File: src/rtl/float_to_decimal_ascii_defines.svh
// assertion macros for the float to decimal text block
// included by the top level, no other dependencies
`ifndef FLOAT_TO_DECIMAL_ASCII_DEFINES_SVH
`define FLOAT_TO_DECIMAL_ASCII_DEFINES_SVH

// property that must hold at every clock edge out of reset
`define F2D_ASSERT(lbl, prop, msg) \
    lbl: assert property (@(posedge i_clk) disable iff (!i_rst_n) (prop)) else $error(msg);

// implication whose consequent is checked in the next cycle
`define F2D_ASSERT_NEXT(lbl, ante, cons, msg) \
    lbl: assert property (@(posedge i_clk) disable iff (!i_rst_n) (ante) |=> (cons)) \
        else $error(msg);

`endif

File: src/rtl/f2d_pkg.sv
// shared types and constants for the float to decimal text block
// no dependencies
package f2d_pkg;

    localparam int OUT_BUFFER_LEN_DEF = 32;
    localparam int FRAC_DIGITS_MAX    = 5;
    localparam int EXP_BIAS           = 127;
    localparam int MANT_BITS          = 23;
    localparam logic [31:0] SMALL_BOUND = 32'h3727C5AC; // 1e-5 in single precision
    localparam logic [6:0] CH_ZERO = 7'h30;
    localparam logic [6:0] CH_DOT  = 7'h2E;
    localparam logic [6:0] CH_NUL  = 7'h00;

    // payload of one input item
    typedef struct packed {
        logic [31:0] float_bits;
    } t_in_item;

    // payload of one result item
    typedef struct packed {
        logic [6:0] out_char;
        logic       is_last;
        logic       range_error;
    } t_out_item;

    // item class decided by the front part
    typedef enum logic [1:0] {
        K_SMALL,
        K_RANGE,
        K_NUM
    } t_kind;

    // queue entry between front and back
    typedef struct packed {
        t_kind       kind;
        logic [30:0] int_val;
        logic [23:0] frac;
    } t_job;

    // back part sequencer states
    typedef enum logic [2:0] {
        S_IDLE,
        S_CONV,
        S_FRAC,
        S_EMIT
    } t_state;

endpackage

File: src/rtl/f2d_queue.sv
// two-entry item queue between front and back parts
// depends on f2d_pkg
module f2d_queue (
    input  logic          i_clk,
    input  logic          i_rst_n,
    input  logic          i_valid,
    output logic          o_ready,
    input  f2d_pkg::t_job i_job,
    output logic          o_valid,
    input  logic          i_ready,
    output f2d_pkg::t_job o_job
);
    import f2d_pkg::*;

    t_job       r_mem [2];
    logic       r_wp, r_rp;
    logic [1:0] r_cnt;
    logic       wr, rd;

    assign o_ready = (r_cnt != 2'd2);
    assign o_valid = (r_cnt != 2'd0);
    assign o_job   = r_mem[r_rp];
    assign wr = i_valid && o_ready;
    assign rd = o_valid && i_ready;

    // pointers and fill count
    always_ff @(posedge i_clk) begin
        if (!i_rst_n) begin
            r_wp <= 1'b0; r_rp <= 1'b0; r_cnt <= 2'd0;
        end else begin
            if (wr) r_wp <= ~r_wp;
            if (rd) r_rp <= ~r_rp;
            r_cnt <= r_cnt + {1'b0, wr} - {1'b0, rd};
        end
    end
    always_ff @(posedge i_clk) begin
        if (wr) r_mem[r_wp] <= i_job;
    end
endmodule

File: config.mk
export PLATFORM = sky130hd
export DESIGN_NAME = f2d_queue
export DESIGN_NICKNAME = d
export VERILOG_FILES = /design/src/rtl/float_to_decimal_ascii_defines.svh /design/src/rtl/f2d_pkg.sv /design/src/rtl/f2d_queue.sv
export SDC_FILE = /design/constraint.sdc
export NUM_CORES = 1
export LEC_CHECK = 0
export BUFFER_PORTS_ARGS = -buffer_cell sky130_fd_sc_hd__buf_2
export CORE_MARGIN = 2
export CORE_UTILIZATION = 56
export CTS_CLUSTER_DIAMETER = 60
export CTS_CLUSTER_SIZE = 40
export DETAILED_ROUTE_END_ITERATION = 8
export GPL_ROUTABILITY_DRIVEN = 0
export PLACE_DENSITY_LB_ADDON = 0.15
export SLEW_MARGIN = 20
export SYNTH_ARGS = -nofsm -noshare
export SYNTH_HDL_FRONTEND = slang
export SYNTH_SLANG_ARGS = --single-unit
File: constraint.sdc
create_clock -name i_clk -period 5 [get_ports i_clk]
set_input_delay 0 -clock i_clk [delete_from_list [all_inputs] [get_ports i_clk]]
set_output_delay 0 -clock i_clk [all_outputs]
set_load 0.02 [all_outputs]
[Word-level counts from Yosys, hierarchy flattened]
Memories as Yosys holds them, arrays and structs flattened. A register that Yosys moved wholly into a read port is not among the register bits.
Cells that the tools add are included.
Storage, ports and cells
  register bits: 4
  bits in writable memories: 114
  input port bits: 61
  output and inout bits: 59
  logic and storage cells: 16
  memories kept: 1
Memory list
  r_mem: words 2, bits a word 57, read ports 1, clocked after Yosys merged registers in 1, wr ports 1, RTL line f2d_queue.sv:15  | t_job r_mem [2];
Operators by class
  add/subtract/negate cells: 2
  eq/ne operators: 1
  multiplexer cells: 4
  bitwise operators: 2
  reductions and logical operators: 3
Operators with widths (count)
  1-bit two-way mux: 4
  2-bit by 1-bit adder with 2-bit output: 1
  1-bit logical AND: 2
  2-bit inequality test, second input constant: 1
  1-bit inverter: 2
  2-bit nonzero test: 1
  2-bit by 1-bit subtractor with 2-bit output: 1

[Depth between registers and ports, before layout]
  depth in word-level cells: 4
  gate-level depth with buffers: 8
  gate-level depth less buffers: 8

[Least setup slack after synthesis]
Ideal clock, no wire load.
  path kind: register to register
  start: register r_cnt[0]
  end: memory r_mem[0][0] (netlist name), enable pin
  library setup time: 0.472 ns
  arrival time: 3.144 ns
  data required time: 4.528 ns
  setup slack: 1.384 ns
  stages on the path, launching flop included: 4
  path buffers: 0
  clock period less this slack: 3.616 ns
  path through: dfxtp_1 -> nand2b_1 -> nand2_1 -> nor2_1
Between the ends
  cells in the longest elaborated chain, start to end: 4
RTL lines
  start, declared: RTL line f2d_queue.sv:17  | logic [1:0] r_cnt;
  start signal, assigned: RTL line f2d_queue.sv:33  | r_cnt <= r_cnt + {1'b0, wr} - {1'b0, rd};
  2-bit inequality test: RTL line f2d_queue.sv:20  | assign o_ready = (r_cnt != 2'd2);
  via o_ready: RTL line f2d_queue.sv:7  | output logic o_ready,
  1-bit logical AND: RTL line f2d_queue.sv:23  | assign wr = i_valid && o_ready;
  1-bit two-way mux: RTL line f2d_queue.sv:37  | if (wr) r_mem[r_wp] <= i_job;
  1-bit two-way mux (not written as such): RTL line f2d_queue.sv:37
  end, declared: RTL line f2d_queue.sv:15
The timed path passes the listed nets, and every way through them passes these cells.

[Final worst setup path]
  start: register r_cnt[0]
  end: memory r_mem[0][20] (netlist name), enable pin
Between the ends
  cells in the longest elaborated chain, start to end: 4
RTL lines (RTL line)
  2-bit inequality test: f2d_queue.sv:20
  1-bit logical AND: f2d_queue.sv:23
  1-bit two-way mux: f2d_queue.sv:37
  1-bit two-way mux (not written as such): f2d_queue.sv:37
Every way passes these cells.

==> impl_summary.txt <==
----------------------------------------------------
[Global route]
  Wire length of the first global-routing pass ... 13.1 mm
  Via count of the first global-routing pass ... 2,618
  Maximum number of pins on one net before global-route repair ... between 50 and 60
  Antenna violations before repair ... 0
  Overall Global Routing Usage ... 20.8%
  GR Overflow Total ... 0

[Drt]
  Sum of met2 wire segment lengths after detailed routing ... 4.63 mm
  Post-route DRC ... 0
  Detail-routed net length per standard cell ... ~17 um
  Via density per instance ... between 4 and 5
  Count of nets left with antenna violations after detail routing ... 0
  Routed wire length ... ~8.6 mm
  Pre-antenna DRT Iters ... 4
  Met1 layer wirelength in the final routing ... between 3 and 4 mm
  Total met3 wirelength after detailed routing ... between 400 and 500 um
  DR iter-0 viols ... 174
  Vias after detailed routing ... 2,513
  Uppermost layer routed ... met4

[Floorplan]
  Initial Utilization ... between 50% and 60%
  Num rows ... 32
  Top-level port count ... 120
  CORE AREA ... around 0.0077 mm^2
  Die span in x ... roughly 93 um
  Die Area ... 0.00871 mm^2
  Die height ... a little over 90 um

[STA]
  Final setup violation count ... 0
  Fmax ... about 0.46 GHz
  Final hold viol count ... 0
  Post-layout min period ... around 2.2 ns
  Max_slew headroom ... roughly two fifths
  Fin. max-slew vios ... 0
  Unrepaired setup endpoints after global routing ... no
  Skew final ... ~0.0046 ns
  Portion of the clock cycle consumed by the worst path in the final layout ... 43.5%
  Final-layout worst hold slack ... approximately 0.23 ns
  Setup TNS ... 0 ns
  Actual transition at the worst max-transition pin ... around 0.92 ns

[Placed design]
  Final HPWL from detailed placement ... approximately 4.8 mm
  IO Port Bufs ... approximately 120

[Layout]
  # diodes ... 0
  Share of the core filled with cells in the final layout ... 82.2%
  Layout net count ... approximately 460
  Filler Cell Count ... approximately 370
  Area of all sequential standard cells ... between 0.003 and 0.004 mm^2
  Multi-input logic area ... between 800 and 900 um^2
  Share of post-route cells with drive strength above 1 ... 52.0%
  Area growth from synthesis to layout ... 42.2%

[Clock tree]
  Buffers from clock root to sink, at most ... 2
  Number of CTS-inserted buffers ... 17
  Latest clock arrival within the worst-skew pair ... 0.49 ns
  Reg clk slew, reported paths ... 0.06 ns
  Sinks on Clock Net ... roughly 120
  CTS Root Cell ... sky130_fd_sc_hd__clkbuf_8
  Clock tree from TritonCTS ... built
  CTS HTree Levels ... 4

[Outcome]
  Result of the run ... completed

[Worst setup path]
  Source of the worst register-to-register timing path ... r_cnt[0]
  Critical path capture point type ... flip-flop
  Critical-path cell with the highest stage delay ... sky130_fd_sc_hd__nor2_4
  Slowest Stage Delay on Critical Path ... 0.61 ns
  Setup crit start kind ... flip-flop
  CP arrival ... around 2.3 ns
  Internal reg-to-reg setup slack ... between 2 and 3 ns
  Max Fanout on Critical Path ... 32
  Worst flop-to-flop path endpoint ... r_mem[0][20]
  Series of cell instances along the critical path ... nand2b_1, nand2_1, nor2_4, buf_4
  Worst endpoint required time ... 5.14 ns
  Worst Path Class, Setup ... reg2reg
  R2R cell count ... 4

[Pwr]
  PwrDens ... roughly 520 mW/mm^2
  Leakage power figure ... 2.49 nW
  Peak supply drop ... 0.000329 V

[Yosys]
  Warnings from Yosys ... 0
  Number of nets in the synthesized netlist ... 264
  Number of distinct library cell variants in the gate-level netlist after synthesis ... 18
  Summed instance area of the synthesized netlist ... 0.00447 mm^2
  Synthesized area per cell ... ~22 um^2
  Number of synthesized flops with an enable pin ... approximately 110
  Flip-flop and latch count after synthesis ... approximately 120
  Post-synth ARST share ... 0%
  Most frequently used flop master after synthesis ... sky130_fd_sc_hd__edfxtp_1
  Post-synthesis sequential area ratio ... between 70% and 80%
  Synth Instances ... 201

[Min path]
  Hold Path Stages ... 2
  Hold endpoint ... r_mem[0][29]
  HP Start ... i_job[29]
  Tightest Hold Check Type ... in2reg

[Job]
  Max-capacitance violation count ... 0

----------------------------------------------------
[timing repair]
item	CTS	global route
buffers inserted	0	0
hold buffers	60	0
resized for setup	0	0
hold endpoints to repair	119	0
[worst max-delay path by stage]
stage	from	end	slack, ns	depth (start not counted)
finish	r_cnt[0]	r_mem[0][20]	2.82	4
global route	r_cnt[0]	r_mem[0][20]	2.66	4
CTS	r_cnt[0]	r_mem[0][20]	2.80	4
detailed placement	r_cnt[0]	r_mem[0][25]	2.81	4
global placement	r_cnt[0]	r_mem[0][14]	2.87	4
floorplan	r_cnt[0]	r_mem[0][0]	1.38	3
[Yosys cell counts, types with 2 or more instances]
| cell | instances | area [um^2] |
|---|---|---|
| sky130_fd_sc_hd__mux2_2 | 27 | 304 |
| sky130_fd_sc_hd__buf_2 | 2 | 10.0 |
| sky130_fd_sc_hd__buf_6 | 4 | 45.0 |
| sky130_fd_sc_hd__nand2b_1 | 2 | 12.5 |
| sky130_fd_sc_hd__dfxtp_1 | 5 | 100 |
| sky130_fd_sc_hd__nor2b_1 | 2 | 12.5 |
| sky130_fd_sc_hd__and2_1 | 2 | 12.5 |
| sky130_fd_sc_hd__ha_1 | 2 | 25.0 |
| sky130_fd_sc_hd__nand2_1 | 2 | 7.51 |
| sky130_fd_sc_hd__xnor2_1 | 3 | 26.3 |
| sky130_fd_sc_hd__edfxtp_1 | 114 | 3420 |
| sky130_fd_sc_hd__mux2_4 | 30 | 450 |
[registers in the layout (all words and copies together), names as in the netlist, named ones only]
signal and count:
r_rp 1, r_wp 1, r_cnt 2, r_mem 114
[cell type report]
type | instances | area share [%]
clock buffer | 17 | 6.52
clock inverter | 15 | 2.76
inverter | 1 | 0.0591
multi-input combinational | 75 | 14.1
sequential | 119 | 55.5
tap | 102 | 2.01
timing repair buffer | 181 | 19.1
[metal layers]
metal	track usage, %	vias up
li1	-	1184
met3	6.45	6
met5	0	-
met1	24.6	1235
met4	6.99	0
met2	36.2	88
[cells in the final DEF (no fill, tap or decap), types with 4 or more instances in the layout]
cell,n
sky130_fd_sc_hd__buf_2,119
sky130_fd_sc_hd__edfxtp_1,114
sky130_fd_sc_hd__dlygate4sd3_1,60
sky130_fd_sc_hd__mux2_4,30
sky130_fd_sc_hd__mux2_2,27
sky130_fd_sc_hd__clkbuf_16,16
sky130_fd_sc_hd__clkinvlp_4,5
sky130_fd_sc_hd__inv_6,4
sky130_fd_sc_hd__dfxtp_1,4
[cells by family (layout without fill, tap and decap cells)]
kind of cell / after synthesis / in the layout / synth area share, %
AO/OA/AOI/OAI: 1 / 1 / 0.168
XOR/XNOR: 3 / 3 / 0.588
adder cells (fa/ha/maj): 2 / 2 / 0.560
buffers and inverters: 7 / 214 / 1.32
flip-flops: 119 / 119 / 78.9
multiplexers: 58 / 58 / 17.1
AND/OR/NAND/NOR: 11 / 11 / 1.37
[power by group]
part	leakage, nW	switching (mW)	internal, mW
Combinational	1.11	0.400	0.370
Sequential	1.11	0.108	1.26
Clock	0.273	0.426	0.759
[critical path: cells and delay by family (launching register included)]
| family | cells | cell delay (ns) |
|---|---|---|
| DFF | 1 | 0.36 |
| and+or+nand+nor | 3 | 0.93 |
| buffers and inverters | 1 | 0.52 |
[per-stage QoR]
step | total power [mW] | cell area [um^2] | setup slack, ns | instances
2_1_floorplan | 1.90 | 4470 | 1.38 | 201
3_3_place_gp | 2.10 | 5160 | 2.87 | 418
3_5_place_dp | 2.12 | 5160 | 2.81 | 418
6_report | 3.32 | 6350 | 2.82 | 510
5_1_grt | 3.44 | 6350 | 2.66 | 510
4_1_cts | 3.33 | 6350 | 2.80 | 510
No activity file was read; power rests on OpenSTA's default activity.
